**src/sps_pkg.sv**
```systemverilog
// shared widths, codes and controller/datapath command types
package sps_pkg;

  localparam int FUNC_W  = 1;
  localparam int LVL_W   = 4;
  localparam int TREE_W  = 8;
  localparam int IDX_W   = 10;
  localparam int CNT_W   = 9;
  localparam int ENTRY_W = 10;
  localparam int CFG_W   = 4;

  localparam logic [FUNC_W-1:0] FUNC_SWAP = 1'b0;
  localparam logic [FUNC_W-1:0] FUNC_READ = 1'b1;

  localparam logic STATUS_OK  = 1'b0;
  localparam logic STATUS_ERR = 1'b1;

  // smallest legal tree depth
  localparam logic [CFG_W-1:0] LVL_MIN = 4'd3;

  // commands from the controller to the datapath
  typedef struct packed {
    logic load;
    logic clr_wr;
    logic rd_en;
    logic rd_entry;
    logic wr_a;
    logic wr_b;
    logic out_load;
  } sps_cmd_t;

  // status from the datapath to the controller
  typedef struct packed {
    logic clr_last;
    logic in_err;
    logic in_read;
    logic last_elem;
  } sps_stat_t;

endpackage

```
**src/sps_ctrl.sv**
```systemverilog
// sequencing state machine for clear pass, swap loop and result hand-off
module sps_ctrl (
  input  logic              clk_i,
  input  logic              rst_ni,
  input  logic              in_valid_i,
  output logic              in_ready_o,
  output logic              out_valid_o,
  input  logic              out_ready_i,
  output sps_pkg::sps_cmd_t cmd_o,
  input  sps_pkg::sps_stat_t stat_i
);
  import sps_pkg::*;

  typedef enum logic [6:0] {
    ST_CLEAR = 7'b0000001,
    ST_IDLE  = 7'b0000010,
    ST_RD    = 7'b0000100,
    ST_WRA   = 7'b0001000,
    ST_WRB   = 7'b0010000,
    ST_RDE   = 7'b0100000,
    ST_DONE  = 7'b1000000
  } sps_state_e;

  sps_state_e state_q, state_d;
  logic       out_valid_q, out_valid_d;

  // next state and commands
  always_comb begin
    state_d = state_q;
    cmd_o   = '0;
    case (state_q)
      ST_CLEAR: begin
        cmd_o.clr_wr = 1'b1;
        if (stat_i.clr_last) state_d = ST_IDLE;
      end
      ST_IDLE: begin
        if (in_valid_i) begin
          cmd_o.load = 1'b1;
          if (stat_i.in_err) begin
            state_d = ST_DONE;
          end else if (stat_i.in_read) begin
            state_d = ST_RDE;
          end else begin
            state_d = ST_RD;
          end
        end
      end
      ST_RD: begin
        cmd_o.rd_en = 1'b1;
        state_d     = ST_WRA;
      end
      ST_WRA: begin
        cmd_o.wr_a = 1'b1;
        state_d    = ST_WRB;
      end
      ST_WRB: begin
        // write back the R side and fetch the next pair
        cmd_o.wr_b  = 1'b1;
        cmd_o.rd_en = 1'b1;
        state_d     = stat_i.last_elem ? ST_DONE : ST_WRA;
      end
      ST_RDE: begin
        cmd_o.rd_en    = 1'b1;
        cmd_o.rd_entry = 1'b1;
        state_d        = ST_DONE;
      end
      ST_DONE: begin
        if (!out_valid_q || out_ready_i) begin
          cmd_o.out_load = 1'b1;
          state_d        = ST_IDLE;
        end
      end
      default: state_d = ST_IDLE;
    endcase
  end

  // result word valid flag
  always_comb begin
    out_valid_d = out_valid_q;
    if (cmd_o.out_load) begin
      out_valid_d = 1'b1;
    end else if (out_ready_i) begin
      out_valid_d = 1'b0;
    end
  end

  always_ff @(posedge clk_i or negedge rst_ni) begin
    if (!rst_ni) begin
      state_q     <= ST_CLEAR;
      out_valid_q <= 1'b0;
    end else begin
      state_q     <= state_d;
      out_valid_q <= out_valid_d;
    end
  end

  assign in_ready_o  = (state_q == ST_IDLE);
  assign out_valid_o = out_valid_q;

endmodule

```
**config.mk**
```make
export PLATFORM = sky130hd
export DESIGN_NAME = sps_ctrl
export DESIGN_NICKNAME = d
export VERILOG_FILES = /design/src/sps_pkg.sv /design/src/sps_ctrl.sv
export SDC_FILE = /design/constraint.sdc
export NUM_CORES = 1
export LEC_CHECK = 0
export ABC_AREA = 1
export ABC_CLOCK_PERIOD_IN_PS = 2200
export BUFFER_PORTS_ARGS = -buffer_cell sky130_fd_sc_hd__buf_2
export CAP_MARGIN = 10
export CELL_PAD_IN_SITES_DETAIL_PLACEMENT = 1
export CELL_PAD_IN_SITES_GLOBAL_PLACEMENT = 2
export CORE_MARGIN = 1
export CORE_UTILIZATION = 29
export CTS_CLUSTER_DIAMETER = 150
export DETAILED_ROUTE_END_ITERATION = 7
export PLACE_DENSITY_LB_ADDON = 0.1
export SLEW_MARGIN = 20
export SYNTH_ARGS = -nofsm -noshare
export SYNTH_HDL_FRONTEND = slang
export SYNTH_SLANG_ARGS = --single-unit
```
**constraint.sdc**
```tcl
create_clock -name clk_i -period 2.2 [get_ports clk_i]
set_input_delay 0.22 -clock clk_i [delete_from_list [all_inputs] [get_ports clk_i]]
set_output_delay 0.22 -clock clk_i [all_outputs]
set_load 0.03 [all_outputs]
```
* Word level (Yosys, flattened, before mapping) *
Cells that the tools add are included.

operators by class
  eq/ne operators = 10
  mux-type cells = 18
  reductions and logical operators = 5

operators by type and width
  operator                                       count
  one-hot mux 7 bit (7 select lines)             1
  two-way mux 7 bit                              5
  two-way mux 1 bit                              11
  == test 7 x 1 -> 1 bit, second input constant  1
  == test 7 x 2 -> 1 bit, second input constant  1
  == test 7 x 3 -> 1 bit, second input constant  1
  == test 7 x 4 -> 1 bit, second input constant  1
  == test 7 x 5 -> 1 bit, second input constant  1
  == test 7 x 6 -> 1 bit, second input constant  1
  == test 7 bit, second input constant           1
  two-way mux 6 bit                              1
  inequality test 2 bit, second input constant   3
  AND reduction 3 bit                            1
  OR reduction 3 bit                             1
  nonzero test 2 bit                             1
  logical NOT 1 bit                              1
  logical OR 1 bit                               1

word-level totals
  flip-flop bits (word level) = 8
  input bits = 8
  output and inout port bits = 9
  word-level logic and storage cells = 35

* Depth between registers and ports, before layout *
Gate-level depths: netlist of run 1.

  depth in word-level cells = 5
  gate-level depth with buffers = 8
  depth with buffers taken out = 8

* Worst setup path before layout of run 1 *
OpenSTA, ideal clock, no wires.

  path type = reg-to-output
  from = register state_q[6]
  to = output cmd_o[6] (netlist name)
  arrival time = 1,172 ps
  required time = 1,980 ps
  setup slack = 808 ps
  stages on the path, launching flop included = 6
  cells stage by stage = dfrtp_1 -> inv_2 -> nand2_4 -> nor2_4 -> nand2_4 -> nor2_1

RTL lines
  item                    line            source
  start, declared         sps_ctrl.sv:24  sps_state_e state_q, state_d;
  start signal, assigned  sps_ctrl.sv:92  state_q <= state_d;
  end, declared           sps_ctrl.sv:9   output sps_pkg::sps_cmd_t cmd_o,

==> results of run 1 <==
-- registers in the layout, summed over array words and instances, names as in the netlist --
name / count
out_valid_o: 1
state_q: 7
-- metrics by stage --
step                      instances  power (mW)
after floorplan                  74       0.656
after global placement          114       0.759
after detailed placement        114       0.763
after CTS                       119       0.896
after global routing            119       0.957
final                           119       0.874
-- per-layer routing --
| metal | GRT usage [%] | routed length, µm | up-vias |
|---|---|---|---|
| li1 | - | - | 257 |
| met1 | 19.2 | 602 | 216 |
| met2 | 19.7 | 547 | 11 |
| met3 | 4.71 | 49 | 2 |
| met4 | 7.06 | 10 | 0 |
| met5 | 0 | 0 | - |
-- cell families after synthesis --
| kind of cell | Yosys count |
|---|---|
| AO/OA/AOI/OAI | 2 |
| buffers and inverters | 19 |
| flip-flops | 8 |
| AND/OR/NAND/NOR | 45 |
-- worst max-delay path by stage --
stage / start / slack, ns / cells after the start / endpoint
finish: state_q[5] / 0.59 / 6 / cmd_o[6]
global route: state_q[6] / 0.47 / 6 / cmd_o[2]
CTS: state_q[5] / 0.55 / 6 / cmd_o[2]
detailed placement: state_q[5] / 0.84 / 6 / cmd_o[2]
global placement: state_q[5] / 0.83 / 6 / cmd_o[2]
floorplan: state_q[6] / 0.81 / 5 / cmd_o[6]
-- cells in the final DEF, fill, tap and decap left out --
cell | synthesis | routed
inv_2 | 6 | 6
nand3_1 | 4 | 4
inv_4 | 1 | 1
nor4b_2 | 1 | 1
nor3_1 | 1 | 1
o21ai_1 | 1 | 1
nor2_8 | 1 | 1
nand2_1 | 14 | 14
dfstp_2 | 1 | 1
nor2_1 | 10 | 10
dlygate4sd3_1 | 0 | 1
nand2_4 | 3 | 3
nand3b_1 | 1 | 1
dfrtp_1 | 7 | 7
clkbuf_4 | 0 | 3
clkinv_4 | 1 | 1
inv_1 | 10 | 10
nor3_2 | 1 | 1
nor2_4 | 3 | 3
buf_2 | 0 | 16
o21ai_0 | 1 | 1
nor2_2 | 1 | 1
nand2_2 | 3 | 3
nand3_2 | 2 | 2
clkbuf_1 | 0 | 1
-- power by group through the flow --
stage | Sequential [mW] | Combinational, mW | Clock, mW
detailed placement | 0.214 | 0.549 | 0
floorplan | 0.226 | 0.430 | 0
global route | 0.216 | 0.599 | 0.142
finish | 0.210 | 0.538 | 0.126
global placement | 0.214 | 0.545 | 0
CTS | 0.211 | 0.552 | 0.132
-- synthesized netlist by cell type, drive strengths merged --
cell type  instances  area (µm²)
nand2             20         105
inv               17        66.3
nor2              15        97.6
dfrtp              7         175
nand3              6        40.0
nor3               2        15.0
o21ai              2        10.0
buf                1        7.51
clkinv             1        8.76
dfstp              1        26.3
nand3b             1        7.51
nor4b              1        15.0
-- cell type report --
class	instances	share of cell area [%]
Multi-Input combinational cell	47	40.6
Sequential cell	8	28.2
Timing Repair Buffer	17	12.6
Inverter	18	10.5
Tap cell	25	4.38
Clock buffer	4	3.68
-- critical path, cell delays in order, from the launching register on --
cell	delay (ns)
dfrtp_1	0.41
inv_4	0.08
nand2_4	0.05
nor2_4	0.17
nand2_4	0.13
nor2_1	0.10
buf_2	0.20
==> run metrics, run 1 <==
CTS Buffer Depth=2; simple-gate share of the synthesized area=48.8%; cts hold-fix bufs=1; vias=486; crit path time final=1.61 ns; Slew Limit Fails=0; Buffers on Ports=16; number of global-route vias before repair=458; final-stage net count=103; clock power share=14.4%; CP startpoint kind=register; Switching Fraction=51.4%; Placed Area=678 µm²; largest net degree at the start of global routing=9; die width=46.5 µm; switching power=0.449 mW; Iteration-0 DRC Markers=2; Tightest Pin Transition=0.194 ns; Core Area=1780 µm²; # fillers=244; Worst-Skew Late Latency=0.26 ns; P_leak=0.440 nW; syn_nets=82; Arr. time, crit path=1.39 ns; Routed WL per cell=10.2 µm; final instance area=714 µm²; Internal=0.425 mW; final worst slack=0.586 ns; sequential share of the synthesized area=35.1%; XOR/XNOR Fraction of Synth Area=0%; Cell Pwr Density=1220 nW/µm²; Compound-Gate Fraction of Synth Area=1.74%; max_slew headroom=87.1%; Reg-to-Reg Start=state_q[5]; via/cell ratio=4.08; Worst Setup Path Type=register to primary output; worst clock skew=0.00840 ns; Num CTS Buffers=3; setup TNS=0 ns; PostCTS Resize Cnt=0; die area=2160 µm²; setup bufs post-CTS=0; min-delay src=stat_i[2]; CTS tree=yes; antenna diode count=0; post-route core utilization=40.1%; Critical R2R Capture=state_q[1]; Detail Route Antenna Nets=0; first-pass GRT wire length=2010 µm; Crit Path Max Fanout=6; hold depth=2; Req. time, crit path=1.98 ns; Hold Path End=state_q[5]; CTS root buffer=clkbuf_4; max-cap violations=0; Die Y=46.5 µm; share of cells above drive strength 1=45.7%; R2R cell count=8; final hold vios=0; post-DP HPWL=1060 µm; Seq pwr share=24.1%; Final period util=73.4%; Post-Syn Area=574 µm²; Critical Path End Type=primary output; Gate power share=61.6%; Syn. warnings=0; # rows=15; CTS Sinks=8; worst hold slack=0.165 ns; Yosys reg bits=8; Ports=17; adder-cell share of the synthesized area=0%; area grow syn2layout=24.4%; GPL Wtd Cong=0.705; outcome=completed; clk slew on worst S/H paths=0.07 ns; Unique masters post-synth=22; detailed-route DRC error count=0; main combinational cell family by area after synthesis=simple AND/OR/NAND/NOR gates; Cells after Synth=74; Mean Syn Cell Area=7.76 µm²; hold crit path type=input pin to register; Max VDD drop=493 µV; RSZ-0062 raised after global routing=no; Sequential cell area=201 µm²; final setup fails=0; initial antenna violation count=0; drt total wl=1210 µm; top achievable clock speed=0.620 GHz; area occupied by multi-input gates=290 µm²; Worst R2R Setup Slack=0.95 ns; GRT Overall Usage=14.2%; pre-CTS WS=0.835 ns; total gr overflow=0; H-tree levels=1; mux cell area share after synthesis=0%; Starting Density=32.2%; drt first pass iters=3
No activity file was read; power rests on OpenSTA's default activity.
==> run 2, diff against run 1 <==
--- a/config.mk
+++ b/config.mk
@@ -6,13 +6,14 @@
 export NUM_CORES = 1
 export LEC_CHECK = 0
 export ABC_AREA = 1
-export ABC_CLOCK_PERIOD_IN_PS = 2200
+export ABC_CLOCK_PERIOD_IN_PS = 1400
 export BUFFER_PORTS_ARGS = -buffer_cell sky130_fd_sc_hd__buf_2
 export CAP_MARGIN = 10
 export CELL_PAD_IN_SITES_DETAIL_PLACEMENT = 1
 export CELL_PAD_IN_SITES_GLOBAL_PLACEMENT = 2
+export CORE_ASPECT_RATIO = 0.6
 export CORE_MARGIN = 1
-export CORE_UTILIZATION = 29
+export CORE_UTILIZATION = 24
 export CTS_CLUSTER_DIAMETER = 150
 export DETAILED_ROUTE_END_ITERATION = 7
 export PLACE_DENSITY_LB_ADDON = 0.1
==> constraint.sdc (replaced) <==
create_clock -name clk_i -period 1.4 [get_ports clk_i]
set_input_delay 0.14 -clock clk_i [delete_from_list [all_inputs] [get_ports clk_i]]
set_output_delay 0.14 -clock clk_i [all_outputs]
set_load 0.03 [all_outputs]
==> run metrics, run 2 (synthesis gave the netlist of run 1 again) <==
outcome=complete, but fails checks; violated checks=setup timing; worst hold slack=0.0962 ns (-0.0684 ns); Crit Path Max Fanout=5 (-1); RSZ-0062 raised after global routing=yes; Final period util=103%; Gate power share=65.4% (+3.8 points); H-tree levels=1 (unchanged); CTS Sinks=8 (unchanged); crit path time final=1.45 ns; drt first pass iters=2 (-1); final-stage net count=113 (+9.7%); die area=2600 µm² (+20%); total gr overflow=0 (unchanged); GRT Overall Usage=14.1% (-0.075 points); first-pass GRT wire length=2500 µm (+24%); Tot Pwr=1.85 mW (+110%); max_slew headroom=85.9% (-1.1 points); metal3 WL=75 µm (+53%); Non-Filler Instances=134 (+13%); Worst Setup Path Type=register to primary output; Iteration-0 DRC Markers=8 (+6); Routed WL per cell=11.4 µm (+12%); vias=534 (+9.9%); via/cell ratio=3.99 (-2.4%); CTS root buffer=clkbuf_8; Tightest Pin Transition=0.210 ns (+0.0160 ns); Num CTS Buffers=3 (unchanged); met2 WL=622 µm (+14%); final setup fails=7 (+7); Largest Register=state_q; Ports=17 (unchanged); drt total wl=1520 µm (+26%); pre-CTS WS=0.126 ns (-0.709 ns); clock power share=16.4% (+2.0 points); CTS tree=yes; Cell Pwr Density=2030 nW/µm² (+66%); area grow syn2layout=58.2%; final worst slack=-0.0471 ns (-0.633 ns); Worst-Skew Late Latency=0.23 ns (-0.03 ns); Detail Route Antenna Nets=0 (unchanged); Core Area=2210 µm² (+24%); Critical Path End Type=primary output; CP startpoint kind=register; setup TNS=-0.163 ns (-0.163 ns); switching power=0.851 mW (+89%); antenna diode count=0 (unchanged); worst clock skew=0.00514 ns (-0.00327 ns); # rows=13 (-2); Buffers on Ports=16 (unchanged); GPL Wtd Cong=0.704 (-0.23%); Worst R2R Setup Slack=-0.02 ns (-0.97 ns); Req. time, crit path=1.26 ns (-0.72 ns); hold crit path type=input pin to register; Slew Limit Fails=0 (unchanged); dpl cells=119 (+4.4%); CTS Buffer Depth=2 (unchanged); share of cells above drive strength 1=64.4% (+19 points); die width=65.2 µm (+40%); post-DP HPWL=1110 µm (+4.2%); Switching Fraction=46.1% (-5.3 points); largest net degree at the start of global routing=9 (unchanged); Starting Density=26.0% (-6.2 points); clk slew on worst S/H paths=0.05 ns (-0.02 ns); Internal=0.994 mW (+130%); top achievable clock speed=0.691 GHz; initial antenna violation count=0 (unchanged); max-cap violations=0 (unchanged); top layer reached by signal wires=met4; P_leak=0.501 nW (+14%); max FFs per register=7 (unchanged); Arr. time, crit path=1.31 ns (-0.08 ns); Max VDD drop=860 µV (+74%); Die Y=39.9 µm (-14%); most frequent cells in the layout=inv_2 (9), buf_6 (9), buf_4 (9); final hold vios=0 (unchanged); number of global-route vias before repair=544 (+19%); routed length on met1=812 µm (+35%); detailed-route DRC error count=0 (unchanged); Seq pwr share=18.2% (-5.9 points); # fillers=276 (+13%)
[run 2: power by group through the flow]
stage                     Combinational (mW)  Clock [mW]  Sequential (mW)
after floorplan                        0.676           0            0.356
after global placement                 0.862           0            0.339
after detailed placement               0.863           0            0.337
after CTS                               1.11       0.318            0.336
after global routing                    1.31       0.330            0.343
final                                   1.21       0.303            0.335
[run 2: per-stage QoR]
step	utilization, %	cell area [µm²]
global route	41.1	908
CTS	38.9	860
floorplan	-	574
finish	41.1	908
detailed placement	30.9	684
global placement	30.9	684
[run 2: layout make-up]
cell class                      count  area (µm²)  share of cell area [%]
Sequential cell                     8         201                    22.2
Timing Repair Buffer               27         219                    24.1
Clock buffer                        4        45.0                    4.96
Inverter                           18        75.1                    8.26
Multi-Input combinational cell     47         330                    36.4
Tap cell                           30        37.5                    4.13
[run 2: path summary, 6_finish.rpt]
path	from	endpoint	depth (start not counted)
worst max-delay path	state_q[2]	cmd_o[4]	6
worst min-delay path	stat_i[0]	state_q[3]	2
worst max register to register	state_q[0]	state_q[1]	10
worst min register to register	out_valid_o	out_valid_o	2
max in group asynchronous	rst_ni	state_q[0]	2
min in group asynchronous	rst_ni	state_q[3]	2
[run 2: routing by layer]
layer  track usage, %  vias to the layer above
li1                 -                      279
met1             19.3                      240
met2             20.6                       13
met3             4.65                        2
met4             4.89                        0
met5                0                        -
[run 2: what timing repair did]
action	4_1_cts	5_1_grt
endpoints found under the setup margin	8	10
gates resized for setup	24	9
buffers inserted	7	4
hold endpoints to repair	8	0
pin swaps	6	7
hold buffers	1	0
gates cloned	0	0
[run 2: critical path: stages, from the launching register on]
cell	delay [ns]
dfrtp_1	0.41
inv_2	0.08
nand2_4	0.07
nor2_4	0.17
nand2_2	0.10
nand3_2	0.10
buf_6	0.13
==> run 3, diff against run 2 <==
--- a/config.mk
+++ b/config.mk
@@ -16,7 +16,7 @@
 export CORE_UTILIZATION = 24
 export CTS_CLUSTER_DIAMETER = 150
 export DETAILED_ROUTE_END_ITERATION = 7
-export PLACE_DENSITY_LB_ADDON = 0.1
+export PLACE_DENSITY = 0.68
 export SLEW_MARGIN = 20
 export SYNTH_ARGS = -nofsm -noshare
 export SYNTH_HDL_FRONTEND = slang
==> run metrics, run 3 (synthesis gave the netlist of run 1 again) <==
outcome=complete, but fails checks; violated checks=setup timing; Cell Pwr Density=2130 nW/µm² (+5.0%); Slew Limit Fails=0 (unchanged); hold crit path type=input pin to register; CP max-delay cell=dfrtp_1; Iteration-0 DRC Markers=14 (+6); die width=65.2 µm (unchanged); # rows=13 (unchanged); max-cap violations=0 (unchanged); die area=2600 µm² (unchanged); drt total wl=1610 µm (+5.4%); share of cells above drive strength 1=64.2% (-0.27 points); Ports=17 (unchanged); antenna diode count=0 (unchanged); Arr. time, crit path=1.29 ns (-0.02 ns); Die Y=39.9 µm (unchanged); detailed-route DRC error count=0 (unchanged); Worst-Skew Late Latency=0.23 ns (about the same); dpl cells=119 (unchanged); Hold Path End=state_q[5]; post-DP HPWL=1090 µm (-1.9%); CTS Sinks=8 (unchanged); CP Cell Sequence=inv_4, nand2_4, nor2_4, buf_6, nand2_2, inv_2, buf_6; post-route core utilization=41.9% (+0.79 points); total gr overflow=0 (unchanged); CTS root buffer=clkbuf_8; CTS tree=yes; final worst slack=-0.0322 ns (+0.0149 ns); first-pass GRT wire length=2560 µm (+2.2%); Final period util=102% (-1.1 points); R2R cell count=10 (unchanged); Core Area=2210 µm² (unchanged); Buffers on Ports=16 (unchanged); final instance area=926 µm² (+1.9%); # fillers=284 (+2.9%); final-stage net count=115 (+1.8%); commonest non-fill, non-tap cell in the layout=buf_4; GPL Wtd Cong=0.735 (+4.4%); Non-Filler Instances=136 (+1.5%); Worst path depth=7 (+1); Buffers & Inverters on Critical Path=4 (+2); min-delay src=stat_i[2]; Starting Density=26.0% (unchanged); top achievable clock speed=0.698 GHz (+1.0%); Worst R2R Setup Slack=0.03 ns (+0.05 ns); max FFs per register=7 (unchanged); Placed Area=684 µm² (unchanged); Critical R2R Capture=state_q[1]; Detail Route Antenna Nets=0 (unchanged); H-tree levels=1 (unchanged); GRT Overall Usage=14.7% (+0.60 points); vias=548 (+2.6%); via/cell ratio=4.03 (+1.1%); RSZ-0062 raised after global routing=yes; Routed WL per cell=11.8 µm (+3.8%); Req. time, crit path=1.26 ns (about the same); area occupied by multi-input gates=335 µm² (+1.5%); Sequential cell area=203 µm² (+0.62%); final setup fails=6 (-1); Largest Register=state_q; worst hold slack=0.105 ns (+0.00843 ns); CTS Buffer Depth=2 (unchanged); Critical Path End Type=primary output; area grow syn2layout=61.2%; peak per-stage delay on the critical path=0.39 ns (-0.02 ns); clk slew on worst S/H paths=0.05 ns (about the same); Max VDD drop=1140 µV (+32%); initial antenna violation count=0 (unchanged); hold depth=2 (unchanged); Tightest Pin Transition=0.226 ns (+0.0162 ns); Reg-to-Reg Start=state_q[5]; P_leak=0.516 nW (+3.1%); Top delay family on crit path=flip-flops; Crit Path Max Fanout=4 (-1); max_slew headroom=84.9% (-1.0 points); Num CTS Buffers=3 (unchanged); drt first pass iters=2 (unchanged); largest net degree at the start of global routing=9 (unchanged); Worst Setup Path Type=register to primary output; most frequent CP cell=buf_6; final hold vios=0 (unchanged); number of global-route vias before repair=533 (-2.0%); CP startpoint kind=register; crit path time final=1.43 ns (-0.0149 ns); worst clock skew=0.00159 ns (-0.00355 ns)
-- run 3: final cells by class --
class                           instances  area share [%]
Timing Repair Buffer                   29            24.9
Tap cell                               30            4.05
Clock buffer                            4            4.86
Inverter                               18            8.11
Sequential cell                         8            21.9
Multi-Input combinational cell         47            36.2
-- run 3: routing by layer --
metal  GRT usage (%)  up-vias  wire length (µm)
li1                -      282                 -
met1            17.3      248               728
met2            25.3       18               790
met3            5.52        0                87
met4            4.89        0                 0
met5               0        -                 0
-- run 3: metrics by stage --
stage          setup WS, ns  TNS (ns)  total power, mW
6_report            -0.0322    -0.124             1.97
3_3_place_gp          0.119         0             1.21
2_1_floorplan        0.0877         0             1.03
3_5_place_dp          0.115         0             1.20
5_1_grt              -0.119    -0.805             2.11
4_1_cts             -0.0481    -0.214             1.82
-- run 3: repair_timing --
action / 4_1_cts / 5_1_grt
pin swaps: 5 / 7
endpoints found under the hold margin: 8 / 0
hold buffers: 1 / 0
setup buffers: 8 / 4
endpoints found under the setup margin: 8 / 10
gates resized for setup: 20 / 12
-- run 3: how the worst max path moves through the flow --
stage | startpoint | slack [ns] | to
2_1_floorplan | state_q[6] | 0.09 | cmd_o[6]
5_1_grt | state_q[4] | -0.12 | cmd_o[0]
3_3_place_gp | state_q[6] | 0.12 | cmd_o[6]
6_report | state_q[5] | -0.03 | cmd_o[5]
4_1_cts | state_q[3] | -0.05 | cmd_o[0]
3_5_place_dp | state_q[6] | 0.12 | cmd_o[6]
-- run 3: power breakdown --
group          total (mW)  switching, mW  internal [mW]
Combinational        1.34          0.742          0.593
Clock               0.309          0.110          0.199
Sequential          0.330         0.0373          0.292
-- run 3: worst register-to-register path, stage by stage, from the launching register on --
cell	delay, ns
dfrtp_1	0.39
inv_4	0.08
nand2_4	0.06
nor2_4	0.17
buf_6	0.14
buf_6	0.09
nand3_2	0.08
nand2_2	0.11
nor2_4	0.04
nand2_1	0.07
nand2_1	0.04
